==> config.mk <==
export PLATFORM = sky130hd
export DESIGN_NAME = indexed_shift_list
export DESIGN_NICKNAME = d
export VERILOG_FILES = /design/src/isl_pkg.sv /design/src/isl_cell.sv /design/src/indexed_shift_list.sv
export SDC_FILE = /design/constraint.sdc
export NUM_CORES = 2
export LEC_CHECK = 0
export ABC_AREA = 1
export BUFFER_PORTS_ARGS = -buffer_cell sky130_fd_sc_hd__buf_2
export CAP_MARGIN = 30
export CORE_UTILIZATION = 30
export DETAILED_ROUTE_END_ITERATION = 8
export GPL_TIMING_DRIVEN = 1
export PLACE_DENSITY = 0.4
export SLEW_MARGIN = 20
export SYNTH_ARGS = -nofsm -noshare
export SYNTH_HDL_FRONTEND = slang
export SYNTH_SLANG_ARGS = --single-unit
export TNS_END_PERCENT = 50
==> constraint.sdc <==
create_clock -name clk -period 13.2 [get_ports clk]
set_clock_uncertainty 0.1 [all_clocks]
set_input_delay 0.66 -clock clk [delete_from_list [all_inputs] [get_ports clk]]
set_output_delay 0.66 -clock clk [all_outputs]
set_load 0.05 [all_outputs]
==> src/isl_pkg.sv <==
// ----------------------------------------------------------------------------
// isl_pkg: shared types and constants for the indexed shift list
// Field widths, request codes and the control bundle that is broadcast to
// every storage cell of the chain.
// ----------------------------------------------------------------------------
package isl_pkg;

  localparam int CAPACITY_DEF   = 16;
  localparam int ELEM_WIDTH_DEF = 32;

  localparam int ACTION_W = 2;
  localparam int POS_W    = 5;
  localparam int VALUE_W  = 32;
  localparam int COUNT_W  = 5;

  typedef enum logic [ACTION_W-1:0] {
    ACT_INSERT = 2'd0,
    ACT_REMOVE = 2'd1,
    ACT_READ   = 2'd2,
    ACT_CLEAR  = 2'd3
  } action_t;

  typedef struct packed {
    logic             shift_up;
    logic             shift_down;
    logic             take;
    logic [POS_W-1:0] pos;
  } isl_ctrl_t;

endpackage

==> src/isl_cell.sv <==
// ----------------------------------------------------------------------------
// isl_cell: one storage cell of the indexed shift list
// Holds one entry. Takes its left neighbour's word on an insert below it,
// the request word on an insert at it, its right neighbour's word on a
// remove at or below it, and registers its entry onto the tap on a take at it.
// ----------------------------------------------------------------------------
module isl_cell #(
  parameter int CAPACITY   = 16,
  parameter int ELEM_WIDTH = 32,
  parameter int INDEX      = 0
) (
  input  logic                  clk,
  input  isl_pkg::isl_ctrl_t    ctrl,
  input  logic [ELEM_WIDTH-1:0] value_in,
  input  logic [ELEM_WIDTH-1:0] left_data,
  input  logic [ELEM_WIDTH-1:0] right_data,
  output logic [ELEM_WIDTH-1:0] data,
  output logic [ELEM_WIDTH-1:0] tap
);
  import isl_pkg::*;

  localparam int IDX_W = $clog2(CAPACITY);
  localparam int CMP_W = (POS_W > IDX_W) ? POS_W : IDX_W;

  logic [CMP_W-1:0]      pos_ext;
  logic [CMP_W-1:0]      own_idx;
  logic                  hit;
  logic                  above;
  logic [ELEM_WIDTH-1:0] data_r;
  logic [ELEM_WIDTH-1:0] data_nxt;
  logic [ELEM_WIDTH-1:0] tap_r;
  logic [ELEM_WIDTH-1:0] tap_nxt;

  assign pos_ext = CMP_W'(ctrl.pos);
  assign own_idx = CMP_W'(INDEX);
  assign hit     = (own_idx == pos_ext);
  assign above   = (own_idx > pos_ext);

  always_comb begin
    data_nxt = data_r;
    if (ctrl.shift_up && above) begin
      data_nxt = left_data;
    end else if (ctrl.shift_up && hit) begin
      data_nxt = value_in;
    end else if (ctrl.shift_down && (above || hit)) begin
      data_nxt = right_data;
    end
    tap_nxt = (ctrl.take && hit) ? data_r : '0;
  end

  always_ff @(posedge clk) begin
    data_r <= data_nxt;
    tap_r  <= tap_nxt;
  end

  assign data = data_r;
  assign tap  = tap_r;

endmodule

==> src/indexed_shift_list.sv <==
// ----------------------------------------------------------------------------
// indexed_shift_list: fixed-capacity ordered list with insert/remove at index
// A request (in_action, in_position, in_value_in) transfers at a rising edge
// with start high and busy low. busy is always low: every entry sits in a cell
// of a chain and all cells shift in the same cycle, so one request can
// transfer on every clock.
// Actions: insert at a position (later entries move up), remove at a position
// (later entries move down, the word is returned), read at a position, clear.
// Each request gives exactly one result in the next cycle: out_strobe is high
// for that single cycle with out_ok, out_value_out and out_count (the count
// after the request). Throughput is one request per cycle.
// Rejected requests leave the list unchanged and return ok low, value zero.
// The receiver cannot stall; results must be taken as they appear.
// Reset (rst_n low, synchronous) empties the list; entries hold no reset
// value and are only read after being written.
// ----------------------------------------------------------------------------
module indexed_shift_list #(
  parameter int CAPACITY   = isl_pkg::CAPACITY_DEF,
  parameter int ELEM_WIDTH = isl_pkg::ELEM_WIDTH_DEF
) (
  input  logic                         clk,
  input  logic                         rst_n,
  input  logic                         start,
  output logic                         busy,
  input  logic [isl_pkg::ACTION_W-1:0] in_action,
  input  logic [isl_pkg::POS_W-1:0]    in_position,
  input  logic [isl_pkg::VALUE_W-1:0]  in_value_in,
  output logic                         out_strobe,
  output logic                         out_ok,
  output logic [isl_pkg::VALUE_W-1:0]  out_value_out,
  output logic [isl_pkg::COUNT_W-1:0]  out_count
);
  import isl_pkg::*;

  localparam int CNT_W = $clog2(CAPACITY + 1);
  localparam int CMP_W = (POS_W > CNT_W) ? POS_W : CNT_W;

  logic                  accept;
  action_t               action;
  logic [CMP_W-1:0]      pos_ext;
  logic [CMP_W-1:0]      cnt_ext;
  logic                  ok;
  logic [CNT_W-1:0]      count_r;
  logic [CNT_W-1:0]      count_nxt;
  logic                  strobe_r;
  logic                  ok_r;
  isl_ctrl_t             ctrl;
  logic [ELEM_WIDTH-1:0] elem_in;
  logic [ELEM_WIDTH-1:0] data  [CAPACITY];
  logic [ELEM_WIDTH-1:0] taps  [CAPACITY];
  logic [ELEM_WIDTH-1:0] tap_or;

  assign busy    = 1'b0;
  assign accept  = start && !busy;
  assign action  = action_t'(in_action);
  assign pos_ext = CMP_W'(in_position);
  assign cnt_ext = CMP_W'(count_r);
  assign elem_in = ELEM_WIDTH'(in_value_in);

  always_comb begin
    ok        = 1'b0;
    count_nxt = count_r;
    unique case (action)
      ACT_INSERT: begin
        ok = (count_r < CNT_W'(CAPACITY)) && (pos_ext <= cnt_ext);
        if (ok) begin
          count_nxt = count_r + 1'b1;
        end
      end
      ACT_REMOVE: begin
        ok = (pos_ext < cnt_ext);
        if (ok) begin
          count_nxt = count_r - 1'b1;
        end
      end
      ACT_READ: begin
        ok = (pos_ext < cnt_ext);
      end
      ACT_CLEAR: begin
        ok        = 1'b1;
        count_nxt = '0;
      end
      default: begin
        ok = 1'b0;
      end
    endcase
  end

  always_comb begin
    ctrl.pos        = in_position;
    ctrl.shift_up   = accept && ok && (action == ACT_INSERT);
    ctrl.shift_down = accept && ok && (action == ACT_REMOVE);
    ctrl.take       = accept && ok && ((action == ACT_REMOVE) || (action == ACT_READ));
  end

  for (genvar g = 0; g < CAPACITY; g++) begin : g_cell
    logic [ELEM_WIDTH-1:0] left_w;
    logic [ELEM_WIDTH-1:0] right_w;
    if (g == 0) begin : g_first
      assign left_w = '0;
    end else begin : g_mid_l
      assign left_w = data[g-1];
    end
    if (g == CAPACITY - 1) begin : g_last
      assign right_w = '0;
    end else begin : g_mid_r
      assign right_w = data[g+1];
    end
    isl_cell #(
      .CAPACITY   (CAPACITY),
      .ELEM_WIDTH (ELEM_WIDTH),
      .INDEX      (g)
    ) u_cell (
      .clk        (clk),
      .ctrl       (ctrl),
      .value_in   (elem_in),
      .left_data  (left_w),
      .right_data (right_w),
      .data       (data[g]),
      .tap        (taps[g])
    );
  end

  always_comb begin
    tap_or = '0;
    for (int i = 0; i < CAPACITY; i++) begin
      tap_or = tap_or | taps[i];
    end
  end

  always_ff @(posedge clk) begin
    if (!rst_n) begin
      count_r  <= '0;
      strobe_r <= 1'b0;
      ok_r     <= 1'b0;
    end else begin
      strobe_r <= accept;
      if (accept) begin
        count_r <= count_nxt;
        ok_r    <= ok;
      end
    end
  end

  assign out_strobe    = strobe_r;
  assign out_ok        = ok_r;
  assign out_value_out = VALUE_W'(tap_or);
  assign out_count     = COUNT_W'(count_r);

endmodule
==> results.yml <==
cts:
  cts_buffers: 115
  cts_max_path_buffers: 3
  post_cts_buffers: 0
  clk_pin_slew_ps: 60
  tritoncts: "yes"
  cts_root_buf: "clkbuf_16"
  htree_levels: 3
  cts-resized-gates: 0
  hold_buffers: 1
  clkSinkCount: 1031
  insertion_delay_ps: 720
power:
  ir_worst_vdd_v: 0.0001098
  total_power_mw: 6.956
  p_leak_nw: 22.20
  power.density_nw_per_um2: 139.4
worst_setup_path:
  reg2reg_from: "out_count[1]"
  cp.required_ps: 13680
  critPathSlowestCell: "nand2_1"
  reg2regPathDepth: 17
  cp-end-kind: "register"
  worstReg2RegEnd: "g_cell[11].u_cell.data[28]"
  r2r_slack_ps: 7450
  cp-startpoint: "out_count[1]"
  crit_top_cell: "nand2_1"
  critical_path.cell_chain: "inv_1 -> ha_1 -> nand2_1 -> nor2_1 -> nand2_1 -> nand3_1 -> nand2_1 -> nand2_1 -> nand2_2 -> nand3_2 -> inv_8 -> nand2_1 -> buf_4 -> inv_1 -> buf_4 -> nand2_1 -> nand2_1"
  worst-path-max-fanout: 104
  crit_family: "buffers and inverters"
  worstSetupPathDepth: 17
  crit_end: "g_cell[11].u_cell.data[28]"
  crit_arrival_ps: 6240
  crit_buf_inv: 5
  path_class: "register to register"
  cp_slowest_stage_delay_ps: 780
  crit_path_start_kind: "register"
placed_design:
  portBuffers: 80
  dp_slack_ps: 6970
  gp_congestion: 0.8604
  dpl.hpwl_mm: 115.7
  placed_cells: 6980
logic_synthesis:
  synth-compound-area-share: 0.006323
  syn_avg_cell_area_sq_um: 8.285
  synth_area_sq_um: 43340
  synth_top_family_by_area: "simple AND/OR/NAND/NOR gates"
  synth-main-ff-cell: "dfxtp_1"
  async_reset_ff_frac: 0
  synth_warnings: 0
  synth-adder-area-share: 0.004215
  synth-edff-count: 480
  yosys.area_share.simple: 0.3193
  synthCells: 5231
  ys_ff_latch: 1031
  ys_seq_area_frac: 0.5871
  synth_xor_area_frac: 0.0006063
  synth_mux_area_frac: 0
  synth_fp_nets: 5287
  synth_cell_type_count: 31
timing:
  final.setup.tns_ps: 0
  finalHoldViolations: 0
  tightest_slew_ps: 1182
  slew_violations: 0
  relSlewSlack: 0.2046
  finalCritPeriodShare: 0.4358
  rsz0062_at_grt: "no"
  setup_viol: 0
  worst_slack_ps: 7448
  fmax_mhz: 173.8
  min_period_ps: 5752
floorplan:
  num_io_pins: 82
  fp.dieH_um: 382.1
  die_area_sq_um: 146000
  start_util: 0.3020
  num_rows: 139
  core_area_sq_um: 143500
  die_w_um: 382.1
flow_run:
  maxCapViolCount: 0
drt:
  wire_per_inst_um: 24.74
  drcViolationCount: 0
  dr.pass1.iters: 5
  drt_iter0_drc: 3834
  routed_wl_mm: 178.3
  routed_via_density: 4.952
  antenna_left: 0
  dr_total_vias: 35690
final_layout:
  drive_above_1_share: 0.08184
  syn2layout_area_growth_pct: 15.14
  fillers: 14980
  layoutNonFillerInstCount: 7207
  finalNetCount: 5256
grt:
  track_usage: 0.2400
  grt_pass1_vias: 34350
  grt_pass1_wl_mm: 255.2
  antenna_found_initial: 5
  gr-total-overflow: 0
  grt_max_degree: 105
status:
  status: "finished clean"
hold_path:
  min_path_type: "input pin to register"
-- cell type report --
class | count | area, sq um | share of cell area
inverters | 590 | 2222 | 0.04453
diodes | 1 | 2.502 | 0.00005015
repair buffers | 186 | 1319 | 0.02643
flip-flops and latches | 1031 | 25440 | 0.5099
clock buffers | 189 | 3611 | 0.07237
clock inverters | 31 | 216.5 | 0.004338
well taps | 1903 | 2381 | 0.04772
multi-input cells | 3276 | 14700 | 0.2946
-- worst min-delay path by stage --
stage | start | endpoint | slack (ps) | depth (start not counted)
after CTS | rst_n | out_strobe | 50 | 3
after detailed placement | g_cell[0].u_cell.data[28] | g_cell[0].u_cell.tap[28] | 330 | 2
after global routing | rst_n | out_strobe | 90 | 3
after floorplan | g_cell[0].u_cell.data[0] | g_cell[0].u_cell.tap[0] | 320 | 2
final | rst_n | out_strobe | 100 | 3
after global placement | g_cell[0].u_cell.data[22] | g_cell[0].u_cell.tap[22] | 330 | 2
-- worst register-to-register path, delay by kind of cell, from the launching register on --
kind / cells / cell delay, ps
fa+ha+maj: 1 / 280
buf+inv: 5 / 2500
flops: 1 / 400
simple gates: 11 / 2330
-- cells by family after synthesis --
logic type	Yosys count
and+or+nand+nor	3208
other	1
AOI/OAI and AO/OA	50
DFF	1031
buffers and inverters	924
adders and majority gates	14
xor gates and xnor gates	3
-- power by group --
part	switching (mW)	internal (mW)
sequential	0.0214	3.37
combinational	0.249	0.0637
clock	1.37	1.88
total	1.64	5.31
-- metal layers --
metal / GRT usage / vias to the layer above / wire length (um)
met3: 0.04035 / 216 / 13240
li1: - / 16850 / -
met1: 0.3668 / 17230 / 87590
met4: 0.05793 / 2 / 3602
met2: 0.3466 / 1384 / 73870
met5: 0 / - / 13
-- registers in the layout, summed over array words and instances, names as in the netlist --
| signal | flops |
|---|---|
| g_cell.u_cell.tap | 512 |
| g_cell.u_cell.data | 512 |
| out_count | 5 |
| out_ok | 1 |
| out_strobe | 1 |
-- synthesized netlist by cell type, types with 3 or more instances --
cell type  count  area [sq um]
a211oi_1       3         22.52
o21ai_0       20         100.1
edfxtp_1     480         14410
dfxtp_1      551         11030
nand2_1     1399          5251
ha_1          13         162.7
clkbuf_1     215         807.0
o21ai_1       14         70.07
buf_2         72         360.4
nor4_1       128         800.8
nand3_1     1059          5300
buf_1         45         168.9
inv_1        588          2207
nor2_1       563          2113
nand4_1       49         306.5
a21oi_1       10         50.05
nor2_2         4         25.02
-- per-stage QoR --
| stage | utilization | hold WS, ps | cell area, sq um |
|---|---|---|---|
| global placement | 0.3192 | 328.0 | 45810 |
| CTS | 0.3470 | 47.75 | 49790 |
| detailed placement | 0.3202 | 332.8 | 45950 |
| global route | 0.3477 | 90.50 | 49890 |
| floorplan | - | 321.8 | 43340 |
| finish | 0.3478 | 103.6 | 49900 |
-- placed cells by master, fill, tap and decap left out, types with 2 or more instances in the layout --
| master | netlist | layout |
|---|---|---|
| clkinv_2 | 0 | 18 |
| a21oi_4 | 1 | 3 |
| a211oi_1 | 3 | 3 |
| clkbuf_1 | 215 | 33 |
| inv_6 | 0 | 3 |
| inv_1 | 588 | 588 |
| clkbuf_16 | 0 | 119 |
| nor4_2 | 0 | 6 |
| o21ai_0 | 20 | 20 |
| clkinv_8 | 0 | 2 |
| buf_2 | 72 | 83 |
| nor2_4 | 0 | 34 |
| buf_4 | 2 | 93 |
| ha_1 | 13 | 13 |
| edfxtp_1 | 480 | 480 |
| nor2_2 | 4 | 2 |
| o21ai_1 | 14 | 14 |
| clkinv_1 | 0 | 4 |
| nand4_1 | 49 | 49 |
| nand2_1 | 1399 | 1388 |
| clkbuf_8 | 0 | 37 |
| nand2_2 | 1 | 12 |
| nor2_1 | 563 | 531 |
| nand3_1 | 1059 | 1058 |
| buf_12 | 0 | 4 |
| nor4_1 | 128 | 122 |
| a21oi_1 | 10 | 8 |
| dfxtp_1 | 551 | 551 |
| buf_16 | 0 | 4 |
| xnor2_1 | 2 | 2 |
| nor3_2 | 1 | 2 |
No activity file was read; power rests on OpenSTA's default activity.
